### src/rtl/cdecc_pkg.sv
// Shared types, constants and Galois-field helpers for the CD-ROM sector repair block.
// Used by every other module in rtl/ except cdecc_ram; depends on nothing else.
`timescale 1ns / 1ps

package cdecc_pkg;

	localparam int SECTOR_BYTES = 2352;
	localparam int SYNC_END     = 12;
	localparam int HDR_END      = 16;
	localparam int EDC_POS      = 2072;
	localparam int P_POS        = 2076;
	localparam int Q_POS        = 2248;
	localparam int P_COUNT      = 86;
	localparam int Q_COUNT      = 52;
	localparam int Q_COLS       = 43;
	localparam int Q_DIAGS      = 26;
	localparam int P_EXP_START  = 25;
	localparam int Q_EXP_START  = 44;
	localparam int COEF_COUNT   = 45;
	localparam int PAR_W        = 16;

	localparam int POS_W  = 12;
	localparam int PA_W   = $clog2(P_COUNT);
	localparam int QA_W   = $clog2(Q_COUNT);
	localparam int EXP_W  = $clog2(COEF_COUNT);
	localparam int PEXP_W = $clog2(P_EXP_START + 1);
	localparam int COL_W  = $clog2(Q_COLS);
	localparam int DIAG_W = $clog2(Q_DIAGS);

	localparam logic [7:0]  MODE_TWO  = 8'd2;
	localparam int          FORM2_BIT = 21;  // bit 5 of submode byte 18 in the subheader word
	localparam logic [31:0] EDC_POLY  = 32'hD801_8001;
	localparam logic [8:0]  GF_POLY   = 9'h11D;

	typedef enum logic [1:0] {
		ST_OK        = 2'd0,
		ST_NOT_MODE2 = 2'd1,
		ST_FORM2     = 2'd2
	} status_t;

	// One classified byte as it travels from the front end to the back end.
	typedef struct packed {
		logic [7:0]        data;
		logic [POS_W-1:0]  pos;
		logic [PA_W-1:0]   p_addr;
		logic [PEXP_W-1:0] p_exp;
		logic              p_first;
		logic [QA_W-1:0]   q_addr;
		logic [EXP_W-1:0]  q_exp;
		logic              q_first;
		logic              last;
		status_t           status;
		logic              mismatch;
	} item_t;

	function automatic logic [7:0] gf_mul(logic [7:0] a, logic [7:0] b);
		logic [8:0] x;
		logic [7:0] r;
		x = {1'b0, a};
		r = '0;
		for (int i = 0; i < 8; i++) begin
			if (b[i]) begin
				r = r ^ x[7:0];
			end
			x = {x[7:0], 1'b0};
			if (x[8]) begin
				x = x ^ GF_POLY;
			end
		end
		return r;
	endfunction

	// Parity coefficient (alpha^e + 1) / 3 for each check-row weight.
	function automatic logic [COEF_COUNT-1:0][7:0] coef_table();
		logic [7:0] inv3;
		logic [7:0] pw;
		logic [COEF_COUNT-1:0][7:0] tab;
		inv3 = 8'd1;
		for (int i = 0; i < 254; i++) begin
			inv3 = gf_mul(inv3, 8'd3);
		end
		pw = 8'd1;
		for (int e = 0; e < COEF_COUNT; e++) begin
			tab[e] = gf_mul(pw ^ 8'd1, inv3);
			pw = gf_mul(pw, 8'd2);
		end
		return tab;
	endfunction

	function automatic logic [31:0] edc_step(logic [31:0] acc, logic [7:0] b);
		logic [31:0] c;
		c = acc ^ {24'd0, b};
		for (int i = 0; i < 8; i++) begin
			c = (c >> 1) ^ (c[0] ? EDC_POLY : 32'd0);
		end
		return c;
	endfunction

endpackage

### src/rtl/cdecc_ram.sv
// Generic single-write, single-read RAM with registered read data.
// Stand-alone; used for the P and Q parity accumulators.
`timescale 1ns / 1ps

module cdecc_ram #(
	parameter int WIDTH = 16,
	parameter int DEPTH = 64
) (
	input  logic                     clk,
	input  logic                     we,
	input  logic [$clog2(DEPTH)-1:0] waddr,
	input  logic [WIDTH-1:0]         wdata,
	input  logic [$clog2(DEPTH)-1:0] raddr,
	output logic [WIDTH-1:0]         rdata
);

	logic [WIDTH-1:0] mem_q [DEPTH];

	always_ff @(posedge clk) begin
		if (we) begin
			mem_q[waddr] <= wdata;
		end
		rdata <= mem_q[raddr];
	end

endmodule

### src/rtl/cdecc_front.sv
// Front end: tracks the byte position, classifies each byte and checks the header.
// Depends on cdecc_pkg; feeds cdecc_fifo.
`timescale 1ns / 1ps

module cdecc_front (
	input  logic                 clk,
	input  logic                 arst_n,
	input  logic                 accept,
	input  logic [7:0]           in_byte,
	input  logic                 sector_start,
	output cdecc_pkg::item_t     item
);

	logic [cdecc_pkg::POS_W-1:0]  pos_q, pos_eff;
	logic [7:0]                   mode_q;
	logic [31:0]                  sub_q;
	logic                         mism_q;
	logic [cdecc_pkg::PA_W-1:0]   pidx_q;
	logic [cdecc_pkg::PEXP_W-1:0] pexp_q;
	logic                         prow0_q;
	logic [cdecc_pkg::COL_W-1:0]  col_q;
	logic                         half_q;
	logic [cdecc_pkg::DIAG_W-1:0] diag_q;
	logic [cdecc_pkg::EXP_W-1:0]  qexp_q;
	logic                         qrow0_q;
	logic [cdecc_pkg::QA_W-1:0]   qo_q;
	logic                         pre_data;
	logic [1:0]                   lane;

	assign pos_eff  = (sector_start || pos_q >= cdecc_pkg::SECTOR_BYTES) ? '0 : pos_q;
	assign pre_data = pos_eff < cdecc_pkg::SYNC_END;
	assign lane     = pos_eff[1:0];

	always_comb begin
		item          = '0;
		item.data     = in_byte;
		item.pos      = pos_eff;
		item.p_addr   = pidx_q;
		item.p_exp    = pexp_q;
		item.p_first  = prow0_q;
		item.q_addr   = (pos_eff >= cdecc_pkg::Q_POS) ? qo_q : {diag_q, half_q};
		item.q_exp    = qexp_q;
		item.q_first  = qrow0_q && (col_q < cdecc_pkg::Q_DIAGS);
		item.last     = pos_eff == cdecc_pkg::SECTOR_BYTES - 1;
		item.status   = cdecc_pkg::ST_OK;
		item.mismatch = 1'b0;
		if (item.last) begin
			item.mismatch = mism_q;
			if (mode_q != cdecc_pkg::MODE_TWO) begin
				item.status = cdecc_pkg::ST_NOT_MODE2;
			end else if (sub_q[cdecc_pkg::FORM2_BIT]) begin
				item.status = cdecc_pkg::ST_FORM2;
			end
		end
	end

	always_ff @(posedge clk or negedge arst_n) begin
		if (!arst_n) begin
			pos_q   <= '0;
			mode_q  <= '0;
			sub_q   <= '0;
			mism_q  <= 1'b0;
			pidx_q  <= '0;
			pexp_q  <= cdecc_pkg::PEXP_W'(cdecc_pkg::P_EXP_START);
			prow0_q <= 1'b1;
			col_q   <= '0;
			half_q  <= 1'b0;
			diag_q  <= '0;
			qexp_q  <= cdecc_pkg::EXP_W'(cdecc_pkg::Q_EXP_START);
			qrow0_q <= 1'b1;
			qo_q    <= '0;
		end else if (accept) begin
			pos_q <= pos_eff + 1'b1;
			if (pos_eff == '0) begin
				mode_q <= '0;
				sub_q  <= '0;
				mism_q <= 1'b0;
			end
			if (pos_eff == cdecc_pkg::HDR_END - 1) begin
				mode_q <= in_byte;
			end
			if (pos_eff >= cdecc_pkg::HDR_END && pos_eff < cdecc_pkg::HDR_END + 4) begin
				sub_q[8*lane +: 8] <= in_byte;
			end
			if (pos_eff >= cdecc_pkg::HDR_END + 4 && pos_eff < cdecc_pkg::HDR_END + 8) begin
				if (sub_q[8*lane +: 8] != in_byte) begin
					mism_q <= 1'b1;
				end
			end
			// Position counters: the first data byte after the sync starts them all over.
			if (pre_data) begin
				pidx_q  <= '0;
				pexp_q  <= cdecc_pkg::PEXP_W'(cdecc_pkg::P_EXP_START);
				prow0_q <= 1'b1;
				col_q   <= '0;
				half_q  <= 1'b0;
				diag_q  <= '0;
				qexp_q  <= cdecc_pkg::EXP_W'(cdecc_pkg::Q_EXP_START);
				qrow0_q <= 1'b1;
			end else begin
				if (pidx_q == cdecc_pkg::PA_W'(cdecc_pkg::P_COUNT - 1)) begin
					pidx_q  <= '0;
					pexp_q  <= pexp_q - 1'b1;
					prow0_q <= 1'b0;
				end else begin
					pidx_q <= pidx_q + 1'b1;
				end
				half_q <= ~half_q;
				if (half_q) begin
					if (col_q == cdecc_pkg::COL_W'(cdecc_pkg::Q_COLS - 1)) begin
						col_q   <= '0;
						qexp_q  <= cdecc_pkg::EXP_W'(cdecc_pkg::Q_EXP_START);
						qrow0_q <= 1'b0;
						// Next row: diagonal moves by 43 mod 26.
						diag_q  <= (diag_q >= cdecc_pkg::DIAG_W'(cdecc_pkg::Q_DIAGS - 17)) ?
							diag_q - cdecc_pkg::DIAG_W'(cdecc_pkg::Q_DIAGS - 17) :
							diag_q + 5'd17;
					end else begin
						col_q  <= col_q + 1'b1;
						qexp_q <= qexp_q - 1'b1;
						diag_q <= (diag_q == '0) ?
							cdecc_pkg::DIAG_W'(cdecc_pkg::Q_DIAGS - 1) : diag_q - 1'b1;
					end
				end
			end
			if (pre_data || pos_eff == cdecc_pkg::Q_POS - 1 ||
			    qo_q == cdecc_pkg::QA_W'(cdecc_pkg::Q_COUNT - 1)) begin
				qo_q <= '0;
			end else begin
				qo_q <= qo_q + 1'b1;
			end
		end
	end

endmodule

### src/rtl/cdecc_fifo.sv
// Two-entry queue of classified bytes between front end and back end.
// Depends on cdecc_pkg for the entry type.
`timescale 1ns / 1ps

module cdecc_fifo (
	input  logic             clk,
	input  logic             arst_n,
	input  logic             push,
	input  cdecc_pkg::item_t wr_item,
	output logic             full,
	input  logic             pop,
	output logic             head_valid,
	output cdecc_pkg::item_t head
);

	cdecc_pkg::item_t ent_q [2];
	logic [1:0]       cnt_q;
	logic             rd_q, wr_q;

	assign full       = cnt_q == 2'd2;
	assign head_valid = cnt_q != 2'd0;
	assign head       = ent_q[rd_q];

	always_ff @(posedge clk) begin
		if (push) begin
			ent_q[wr_q] <= wr_item;
		end
	end

	always_ff @(posedge clk or negedge arst_n) begin
		if (!arst_n) begin
			cnt_q <= '0;
			rd_q  <= 1'b0;
			wr_q  <= 1'b0;
		end else begin
			if (push) begin
				wr_q <= ~wr_q;
			end
			if (pop) begin
				rd_q <= ~rd_q;
			end
			if (push && !pop) begin
				cnt_q <= cnt_q + 1'b1;
			end else if (pop && !push) begin
				cnt_q <= cnt_q - 1'b1;
			end
		end
	end

endmodule

### src/rtl/cdecc_back.sv
// Back end: rewrites sync, folds the EDC, updates P and Q parity in RAM and
// drives the output register. Depends on cdecc_pkg and cdecc_ram.
`timescale 1ns / 1ps

module cdecc_back (
	input  logic             clk,
	input  logic             arst_n,
	input  logic             head_valid,
	input  cdecc_pkg::item_t head,
	output logic             pop,
	output logic             m_tvalid,
	input  logic             m_tready,
	output logic [7:0]       m_tdata,
	output logic             m_tlast,
	output logic [2:0]       m_tuser
);

	localparam logic [cdecc_pkg::COEF_COUNT-1:0][7:0] CoefTab = cdecc_pkg::coef_table();

	cdecc_pkg::item_t             it_s1;
	logic                         v_s1;
	logic                         adv, load;
	logic [31:0]                  edc_q;
	logic [cdecc_pkg::PAR_W-1:0]  p_rd, q_rd, p_new, q_new;
	logic [cdecc_pkg::PA_W-1:0]   p_raddr;
	logic [cdecc_pkg::QA_W-1:0]   q_raddr;
	logic [7:0]                   o, fv, pc, qc, p0, q0;
	logic                         p_upd, q_upd;
	logic [cdecc_pkg::POS_W-1:0]  pos;
	logic                         m_tvalid_q;
	logic [7:0]                   m_tdata_q;
	logic                         m_tlast_q;
	logic [2:0]                   m_tuser_q;

	assign adv  = v_s1 && (!m_tvalid_q || m_tready);
	assign load = head_valid && (!v_s1 || adv);
	assign pop  = load;

	// The RAMs look up the address of whatever sits in the stage on the next edge.
	assign p_raddr = load ? head.p_addr : it_s1.p_addr;
	assign q_raddr = load ? head.q_addr : it_s1.q_addr;

	cdecc_ram #(.WIDTH(cdecc_pkg::PAR_W), .DEPTH(cdecc_pkg::P_COUNT)) u_pram (
		.clk   (clk),
		.we    (adv && p_upd),
		.waddr (it_s1.p_addr),
		.wdata (p_new),
		.raddr (p_raddr),
		.rdata (p_rd)
	);

	cdecc_ram #(.WIDTH(cdecc_pkg::PAR_W), .DEPTH(cdecc_pkg::Q_COUNT)) u_qram (
		.clk   (clk),
		.we    (adv && q_upd),
		.waddr (it_s1.q_addr),
		.wdata (q_new),
		.raddr (q_raddr),
		.rdata (q_rd)
	);

	assign pos = it_s1.pos;

	always_comb begin
		if (pos < cdecc_pkg::SYNC_END) begin
			o = (pos == '0 || pos == cdecc_pkg::POS_W'(cdecc_pkg::SYNC_END - 1)) ? 8'h00 : 8'hFF;
		end else if (pos < cdecc_pkg::EDC_POS) begin
			o = it_s1.data;
		end else if (pos < cdecc_pkg::P_POS) begin
			o = edc_q[8*pos[1:0] +: 8];
		end else if (pos < cdecc_pkg::P_POS + cdecc_pkg::P_COUNT) begin
			o = p_rd[15:8];
		end else if (pos < cdecc_pkg::Q_POS) begin
			o = p_rd[7:0];
		end else if (pos < cdecc_pkg::Q_POS + cdecc_pkg::Q_COUNT) begin
			o = q_rd[15:8];
		end else begin
			o = q_rd[7:0];
		end
	end

	// Header bytes count as zero in both parities.
	assign fv    = (pos < cdecc_pkg::HDR_END) ? 8'h00 : o;
	assign p_upd = pos >= cdecc_pkg::SYNC_END && pos < cdecc_pkg::P_POS;
	assign q_upd = pos >= cdecc_pkg::SYNC_END && pos < cdecc_pkg::Q_POS;
	assign pc    = CoefTab[{1'b0, it_s1.p_exp}];
	assign qc    = CoefTab[it_s1.q_exp];
	assign p0    = cdecc_pkg::gf_mul(fv, pc);
	assign q0    = cdecc_pkg::gf_mul(fv, qc);
	assign p_new = (it_s1.p_first ? '0 : p_rd) ^ {p0, fv ^ p0};
	assign q_new = (it_s1.q_first ? '0 : q_rd) ^ {q0, fv ^ q0};

	always_ff @(posedge clk) begin
		if (load) begin
			it_s1 <= head;
		end
		if (adv) begin
			m_tdata_q <= o;
			m_tlast_q <= it_s1.last;
			m_tuser_q <= {it_s1.mismatch, it_s1.status};
		end
	end

	always_ff @(posedge clk or negedge arst_n) begin
		if (!arst_n) begin
			v_s1       <= 1'b0;
			m_tvalid_q <= 1'b0;
			edc_q      <= '0;
		end else begin
			if (load) begin
				v_s1 <= 1'b1;
			end else if (adv) begin
				v_s1 <= 1'b0;
			end
			if (adv) begin
				m_tvalid_q <= 1'b1;
			end else if (m_tready) begin
				m_tvalid_q <= 1'b0;
			end
			if (adv && pos >= cdecc_pkg::HDR_END && pos < cdecc_pkg::EDC_POS) begin
				edc_q <= cdecc_pkg::edc_step((pos == cdecc_pkg::HDR_END) ? '0 : edc_q,
					it_s1.data);
			end
		end
	end

	assign m_tvalid = m_tvalid_q;
	assign m_tdata  = m_tdata_q;
	assign m_tlast  = m_tlast_q;
	assign m_tuser  = m_tuser_q;

endmodule

### src/rtl/cdrom_mode2_form1_edc_ecc.sv
// Path: an accepted byte passes the queue, the back end stage register and the output register.
// Throughput: one byte per cycle sustained while m_tready is high; m_tready low stalls the output.
// Reset: arst_n clears the position, header checks, queue and output valid at once.
// The parity RAMs need no clearing pass: the first touch of each entry in a sector overwrites it.
`timescale 1ns / 1ps

// Top level of the CD-ROM mode 2 form 1 sector repair block.
// Depends on cdecc_pkg, cdecc_front, cdecc_fifo and cdecc_back.
//
// Raw sector bytes enter on the slave stream one word at a time. The front
// end derives each byte's position within the sector (restarting on tuser or
// after byte 2351), keeps the mode byte and first subheader copy, and works
// out which P and Q accumulators the byte feeds and with what weight. A two
// word queue decouples it from the back end, which rewrites the sync field,
// folds bytes 16..2071 into the EDC, accumulates RSPC parity in two small
// RAMs and emits the repaired word through a registered output.
module cdrom_mode2_form1_edc_ecc (
	input  logic       clk,
	input  logic       arst_n,
	input  logic       s_tvalid,
	output logic       s_tready,
	input  logic [7:0] s_tdata,   // [7:0] in_byte
	input  logic [0:0] s_tuser,   // [0] sector_start
	output logic       m_tvalid,
	input  logic       m_tready,
	output logic [7:0] m_tdata,   // [7:0] out_byte
	output logic       m_tlast,   // sector_end
	output logic [2:0] m_tuser    // [1:0] status, [2] subheader_mismatch
);

	cdecc_pkg::item_t front_item;
	cdecc_pkg::item_t head;
	logic             full, head_valid, pop, accept;

	// A word is taken whenever the queue has room.
	assign s_tready = !full;
	assign accept   = s_tvalid && s_tready;

	cdecc_front u_front (
		.clk          (clk),
		.arst_n       (arst_n),
		.accept       (accept),
		.in_byte      (s_tdata),
		.sector_start (s_tuser[0]),
		.item         (front_item)
	);

	cdecc_fifo u_fifo (
		.clk        (clk),
		.arst_n     (arst_n),
		.push       (accept),
		.wr_item    (front_item),
		.full       (full),
		.pop        (pop),
		.head_valid (head_valid),
		.head       (head)
	);

	// The back end presents status and mismatch only on the last word of a sector.
	cdecc_back u_back (
		.clk        (clk),
		.arst_n     (arst_n),
		.head_valid (head_valid),
		.head       (head),
		.pop        (pop),
		.m_tvalid   (m_tvalid),
		.m_tready   (m_tready),
		.m_tdata    (m_tdata),
		.m_tlast    (m_tlast),
		.m_tuser    (m_tuser)
	);

endmodule

### config.mk
export PLATFORM = sky130hd
export DESIGN_NAME = cdrom_mode2_form1_edc_ecc
export DESIGN_NICKNAME = d
export VERILOG_FILES = /design/src/rtl/cdecc_pkg.sv /design/src/rtl/cdecc_ram.sv /design/src/rtl/cdecc_front.sv /design/src/rtl/cdecc_fifo.sv /design/src/rtl/cdecc_back.sv /design/src/rtl/cdrom_mode2_form1_edc_ecc.sv
export SDC_FILE = /design/constraint.sdc
export NUM_CORES = 2
export LEC_CHECK = 0
export ABC_AREA = 0
export BUFFER_PORTS_ARGS = -buffer_cell sky130_fd_sc_hd__buf_2
export CORE_UTILIZATION = 63
export CTS_CLUSTER_SIZE = 24
export DETAILED_ROUTE_END_ITERATION = 8
export PLACE_DENSITY = 0.79
export SYNTH_ARGS = -nofsm -noshare
export SYNTH_HDL_FRONTEND = slang
export SYNTH_HIERARCHICAL = 1
export SYNTH_SLANG_ARGS = --single-unit
### constraint.sdc
create_clock -name clk -period 7.08 [get_ports clk]
set_input_delay 0.354 -clock clk [delete_from_list [all_inputs] [get_ports clk]]
set_output_delay 0.354 -clock clk [all_outputs]
set_load 0.03 [all_outputs]
# After elaboration in Yosys (flattened, before gate mapping)
# Memory sizes are Yosys's and may differ from the RTL's. A register that Yosys moved wholly into a read port is not among the register bits.
# Index checks and enable logic that the tools add are counted.
[classes] bitwise=37 n_eq_ne=11 mux=96 addsub=12 shift=4 n_reduce_logical=40 magnitude_cmp=20
[ops] cell="$mux 32" count=12
[ops] cell="$xor 31x32->32" count=8
[ops] cell="$mux 8" count=28
[ops] cell="$xor 8x8->8" count=16
[ops] cell="$mux 5" count=15
[ops] cell="$shiftx 32x6->8" count=2
[ops] cell="$lt 12x12->1 const B" count=5
[ops] cell="$mux 6" count=10
[ops] cell="$ge 12x5->1 const B" count=3
[ops] cell="$lt 12x5->1 const B" count=3
[ops] cell="$neg 5->34" count=1
[ops] cell="$shift 8x34->32 const A" count=1
[ops] cell="$shiftx 8x34->32" count=1
[ops] cell="$bwmux 32" count=1
[ops] cell="$mux 16" count=2
[ops] cell="$xor 16x16->16" count=2
[ops] cell="$xor 32x8->32" count=1
[ops] cell="$not 4->4" count=7
[ops] cell="$eq 12x12->1 const B" count=2
[ops] cell="$eq 12x4->1 const B" count=2
[ops] cell="$ge 12x12->1 const B" count=2
[ops] cell="$logic_not 12->1" count=2
[ops] cell="$lt 12x4->1 const B" count=2
[ops] cell="$mux 7" count=3
[ops] cell="other kinds (32)" count=89
[word_totals] wordCells=258 mem_bits_rw=2308 mem_count=5 ff_bits=191 romBits=768 output_inout_bits=14
[mem_list] name="u_back.u_pram.mem_q" depth=86 width=16 rd=1 rd_clocked_by_memory_dff=1 wr=1 line="cdecc_ram.sv:17" rtl="logic [WIDTH-1:0] mem_q [DEPTH];"
[mem_list] name="u_back.u_qram.mem_q" depth=52 width=16 rd=1 rd_clocked_by_memory_dff=1 wr=1 line="cdecc_ram.sv:17"
[mem_list] name="(name not given)" depth=64 width=8 rd=1 rd_clocked_by_memory_dff=1 wr=0 line="cdecc_back.sv:86" rtl="assign qc = CoefTab[it_s1.q_exp];"
[mem_list] name="(name not given)" depth=32 width=8 rd=1 rd_clocked_by_memory_dff=1 wr=0 line="cdecc_back.sv:85" rtl="assign pc = CoefTab[{1'b0, it_s1.p_exp}];"
[mem_list] name="u_fifo.ent_q" depth=2 width=50 rd=1 rd_clocked_by_memory_dff=0 wr=1 line="cdecc_fifo.sv:16" rtl="cdecc_pkg::item_t ent_q [2];"

# Longest topological paths before layout
[logic_depth] ltp_word=26 ltp_mapped=17 depth_no_buf=11

# Cells and area by module
# The synthesis kept the hierarchy.
[modules_own_cells] mod="cdecc_ram (u_back.u_pram)" seq_area_each_um2=41639.9 cells_each=2623 area_each_um2=53455.0 n_inst=1
[modules_own_cells] mod="cdecc_ram (u_back.u_qram)" seq_area_each_um2=25304.3 cells_each=1418 area_each_um2=32384.8 n_inst=1
[modules_own_cells] mod="cdecc_back" seq_area_each_um2=3032.9 cells_each=1147 area_each_um2=9706.8 n_inst=1
[modules_own_cells] mod="cdecc_front" seq_area_each_um2=2287.2 cells_each=505 area_each_um2=5092.4 n_inst=1
[modules_own_cells] mod="cdecc_fifo" seq_area_each_um2=3103.0 cells_each=172 area_each_um2=4050.1 n_inst=1
[modules_own_cells] mod="cdrom_mode2_form1_edc_ecc" seq_area_each_um2=0.0 cells_each=2 area_each_um2=10.0 n_inst=1

# Least setup slack after synthesis
# No wires, ideal clock.
[synth_path] path_kind="reg2reg" startpoint="reg u_back.it_s1, in the netlist u_back/pos[1]" endpoint="mem u_back.u_pram.mem_q[0][6] (data pin)" required_time_ns=6.388 path_slack_ns=0.687 path_stages_with_launch=13 arrival_time_ns=5.701 period_less_slack_ns=6.393 n_path_buf=1 path_cell_list="edfxtp_1 > buf_2 > mux4_2 > a211oi_1 > o22ai_1 > a211oi_2 > o21ai_0 > a211oi_1 > or2_1 > nand3_1 > xnor2_1 > xnor3_1 > xnor2_1"
[synth_via] elab_chain_len=25 elab_cells_between_ends=46
[synth_rtl] item="start: declaration" line="cdecc_back.sv:20" rtl="cdecc_pkg::item_t it_s1;"
[synth_rtl] item="start signal: assignment" line="cdecc_back.sv:94" rtl="it_s1 <= head;"
[synth_rtl] item="$lt 12x12->1" line="cdecc_back.sv:74" rtl="end else if (pos < cdecc_pkg::Q_POS + cdecc_pkg::Q_COUNT) begin"
[synth_rtl] item="$mux 8" line="cdecc_back.sv:74"
[synth_rtl] item="$mux 8" line="cdecc_back.sv:72" rtl="end else if (pos < cdecc_pkg::Q_POS) begin"
[synth_rtl] item="$mux 8" line="cdecc_back.sv:70" rtl="end else if (pos < cdecc_pkg::P_POS + cdecc_pkg::P_COUNT) begin"
[synth_rtl] item="$mux 8" line="cdecc_back.sv:68" rtl="end else if (pos < cdecc_pkg::P_POS) begin"
[synth_rtl] item="$mux 8" line="cdecc_back.sv:66" rtl="end else if (pos < cdecc_pkg::EDC_POS) begin"
[synth_rtl] item="$mux 8" line="cdecc_back.sv:64" rtl="if (pos < cdecc_pkg::SYNC_END) begin"
[synth_rtl] item="$mux 8 (*)" line="cdecc_back.sv:82" rtl="assign fv = (pos < cdecc_pkg::HDR_END) ? 8'h00 : o;"
[synth_rtl] item="(+10 left out)"
[synth_rtl] item="$mux 8" line="cdecc_pkg.sv:62" rtl="if (b[i]) begin"
[synth_rtl] item="$xor 8x8->8" line="cdecc_pkg.sv:63" rtl="r = r ^ x[7:0];"
[synth_rtl] item="$mux 8" line="cdecc_pkg.sv:62"
[synth_rtl] item="$xor 8x8->8" line="cdecc_pkg.sv:63"
[synth_rtl] item="$mux 8" line="cdecc_pkg.sv:62"
[synth_rtl] item="$xor 8x8->8 (*)" line="cdecc_back.sv:89" rtl="assign p_new = (it_s1.p_first ? '0 : p_rd) ^ {p0, fv ^ p0};"
[synth_rtl] item="$xor 16x16->16 (*)" line="cdecc_back.sv:89"
[synth_rtl] item="net u_back.p_new (one bit)" line="cdecc_back.sv:24" rtl="logic [cdecc_pkg::PAR_W-1:0] p_rd, q_rd, p_new, q_new;"
[synth_rtl] item="end: declaration" line="cdecc_ram.sv:17"
# Mark *: on every way through the listed nets, which the timed path passes. The rest lies on a longest branch.

# Worst setup path after layout
[layout_path] startpoint="reg u_back.it_s1, in the netlist u_back/pos[11]" endpoint="mem u_back.u_qram.mem_q[4][5] (data pin)"
[layout_via] elab_chain_len=25 elab_cells_between_ends=47
[layout_rtl] item="$lt 12x12->1" line="cdecc_back.sv:74"
[layout_rtl] item="$mux 8" line="cdecc_back.sv:74"
[layout_rtl] item="$mux 8" line="cdecc_back.sv:72"
[layout_rtl] item="$mux 8" line="cdecc_back.sv:70"
[layout_rtl] item="$mux 8" line="cdecc_back.sv:68"
[layout_rtl] item="$mux 8" line="cdecc_back.sv:66"
[layout_rtl] item="$mux 8" line="cdecc_back.sv:64"
[layout_rtl] item="$mux 8 (*)" line="cdecc_back.sv:82"
[layout_rtl] item="(+10 left out)"
[layout_rtl] item="$mux 8" line="cdecc_pkg.sv:62"
[layout_rtl] item="$xor 8x8->8" line="cdecc_pkg.sv:63"
[layout_rtl] item="$mux 8" line="cdecc_pkg.sv:62"
[layout_rtl] item="$xor 8x8->8" line="cdecc_pkg.sv:63"
[layout_rtl] item="$mux 8" line="cdecc_pkg.sv:62"
[layout_rtl] item="$xor 8x8->8 (*)" line="cdecc_back.sv:90" rtl="assign q_new = (it_s1.q_first ? '0 : q_rd) ^ {q0, fv ^ q0};"
[layout_rtl] item="$xor 16x16->16 (*)" line="cdecc_back.sv:90"
[layout_rtl] item="net u_back.q_new (one bit)" line="cdecc_back.sv:24"
[layout_rtl] item="end: declaration" line="cdecc_ram.sv:17"
# Marked as above.

==> summary.txt <==
Yosys
  • YS warnings: 6
  • Yosys top cell by area: edfxtp_1
  • Most frequent cell after synthesis: edfxtp_1
  • Post-synth cell types: 109
  • Post-synth top flop: edfxtp_1
  • Synth cell count leaders: edfxtp_1, mux4_2, nand2_1
  • Synth area leaders: edfxtp_1, mux4_2, dfrtp_1
  • Synthesized area: 105000 sq um
  • EDFF count, synth: 2370
  • Top cell type's share of synthesized area: 0.680
  • Async SR Flop Fraction: 0.0506
  • Syn Area/Cell: between 15 and 20 sq um
  • Register area share after synthesis: 0.720
  • Yosys reg bits: 2547
  • Post-Synthesis Cells: around 5900
  • Post-Syn Nets: between 5000 and 6000

Global routing
  • Vias in the first global route: roughly 57000
  • First-pass GRT wire length: between 300000 and 400000 um
  • GRT Overall Usage: 0.306
  • Largest net degree at the start of global routing: about 120
  • Grt total ovfl: 0
  • Initial antenna violation count: 6

Finish
  • Area growth, synth to finish: 10.4%
  • Final Non-Filler Cells: ~8400
  • Fillers: a little under 10000
  • Nets@finish: roughly 6100
  • Layout cell share with drive strength beyond 1: 0.206

Setup path
  • Slowest cell on crit path: xnor2_2
  • Reg-to-Reg Start: u_back/pos[11]
  • CP top delay family: simple AND/OR/NAND/NOR gates
  • CP endpoint kind: register
  • CP startpoint: u_back/pos[11]
  • CP cell instances: nand3_1, o21ai_1, nor2_1, o311a_1, nor2_2, o21ai_1, nand2_1, nand3_1, o21ai_0, a22oi_1, xnor2_2, buf_4
  • Startpoint Class: register
  • Crit path max fanout: 36
  • Crit Path Category: register to register
  • Critical Path AT: roughly 6.4 ns
  • Crit path buf inv count: 1
  • Required @ worst endpoint: between 7 and 8 ns
  • Slowest stage delay, CP: about 0.85 ns
  • Flop-to-flop setup slack: between 1 and 1.5 ns

Floorplanning
  • Die height: about 400 um
  • Die Area: approximately 170000 sq um
  • # IOs: 27
  • Initial Util: 0.635
  • Row count: roughly 150
  • Die width: about 400 um
  • Core area: roughly 160000 sq um

STA
  • RSZ-0062 raised after global routing: false
  • Slew Viols, Final: 0
  • Clock skew: about 0.064 ns
  • Final min period: just under 6 ns
  • Fmax: ~0.17 GHz
  • Final Hold Fails: 0
  • Setup TNS: 0 ns
  • Finish-stage setup viols: 0
  • Period utilization: 0.824
  • Worst slew pin tran: approximately 1.3 ns
  • Relative slew slack: 0.104

CTS
  • Htree depth: 4
  • Post-CTS sizing: 0
  • Clock slew at reported path FFs: around 0.060 ns
  • CTS tree: done
  • CTS Sinks: around 2500
  • Root buffer cell: clkbuf_16
  • Buffer count from post-CTS setup fixing: 0
  • Hold_buf cts: 11
  • Clock Latency Late Sink: between 0.8 and 0.9 ns
  • CTS Buffer Depth: 3
  • CTS buffer count: roughly 230

Route
  • Vias per cell: a little under 7
  • Final ANT Viol Nets: 0
  • Final wirelength: approximately 260000 um
  • Via count: 56816
  • DRT iter0 DRCs: ~7300
  • WL/cell: 30.4 um
  • Residual DRC: 0
  • Detailed Routing Iterations Pass 1: 8

Placed design
  • Detail Placement HPWL: 146000 um
  • Global placer's final weighted congestion: between 0.9 and 1
  • I/O Buffers: 26
  • Placed cell count: between 7000 and 8000

Min path
  • Hold Crit Class: input pin to async pin

Outcome
  • Outcome: completed

Job
  • Max Cap Violations: 0
-- placed cells by master, fill, tap and decap left out, drive strengths merged, types with 68 or more instances in the layout --
cell    instances
edfxtp       2370
mux4          451
nand2         361
clkbuf        295
nor2          269
mux2i         248
buf           236
nand3         155
a21oi         139
o21ai         136
xnor2         126
dfrtp         121
nor2b         120
mux2          115
clkinv         99
a22oi          92
o22ai          80
xor2           68
-- layout make-up --
cell class	instances	area (sq um)	share of cell area
antenna	2	5.00	0.0000433
clock buffer	295	6200	0.0537
clock inverter	140	1440	0.0124
inverter	35	131	0.00114
multi-input combinational	2954	27700	0.240
sequential	2547	75400	0.652
tap	2189	2740	0.0237
timing repair buffer	247	2010	0.0174
-- final timing paths --
check                                                 end  depth (start not counted)
min in group clk                         u_front/pos_q[2]                          4
max in group asynchronous                     u_fifo/rd_q                          3
worst max-delay path            u_back/u_qram/mem_q[4][5]                         12
worst max register to register  u_back/u_qram/mem_q[4][5]                         12
worst min register to register             u_back/m_tlast                          0
worst min-delay path                     u_front/sub_q[2]                          2
-- cells by family after synthesis --
logic type / Yosys count / synth area share
adder cells (fa/ha/maj): 32 / 0.00382
XOR/XNOR: 217 / 0.0212
buffers and inverters: 366 / 0.0191
multiplexers: 814 / 0.135
AO/OA/AOI/OAI: 738 / 0.0475
flip-flops: 2547 / 0.720
AND/OR/NAND/NOR: 1153 / 0.0535
-- sequential cells by signal (all words and copies together), names as in the netlist, 16 cells and up --
name / count
u_fifo/ent_q: 100
u_back/edc_q: 32
u_back/it_s1: 38
u_front/sub_q: 32
u_back/u_pram/mem_q: 1376
u_back/u_pram/rdata: 16
u_back/u_qram/rdata: 16
u_back/u_qram/mem_q: 832
-- per-layer routing --
metal	up-vias	share of wire	global-route usage
li1	23672	-	-
met1	29009	0.36	0.408
met2	3483	0.50	0.506
met3	646	0.093	0.0507
met4	6	0.046	0.131
met5	-	0.00013	0
-- through the flow --
step | util | hold slack [ns] | cell area [sq um] | worst slack (ns)
after global placement | 0.654 | 0.420 | 108000 | 1.52
final | 0.701 | 0.122 | 116000 | 1.24
after CTS | 0.701 | 0.0800 | 116000 | 1.38
after global routing | 0.701 | 0.151 | 116000 | 0.959
after floorplan | - | 0.0584 | 105000 | 0.687
after detailed placement | 0.654 | 0.417 | 108000 | 1.42
-- worst register-to-register path, stage by stage, from the launching register on --
cell      delay (ns)
edfxtp_1        0.60
nand3_1         0.28
o21ai_1         0.61
nor2_1          0.12
o311a_1         0.53
nor2_2          0.55
o21ai_1         0.23
nand2_1         0.63
nand3_1         0.21
o21ai_0         0.22
a22oi_1         0.18
xnor2_2         0.85
buf_4           0.51
Power is not shown: default switching activity piles up to over one toggle a cycle in this logic, so the estimate is an artifact.
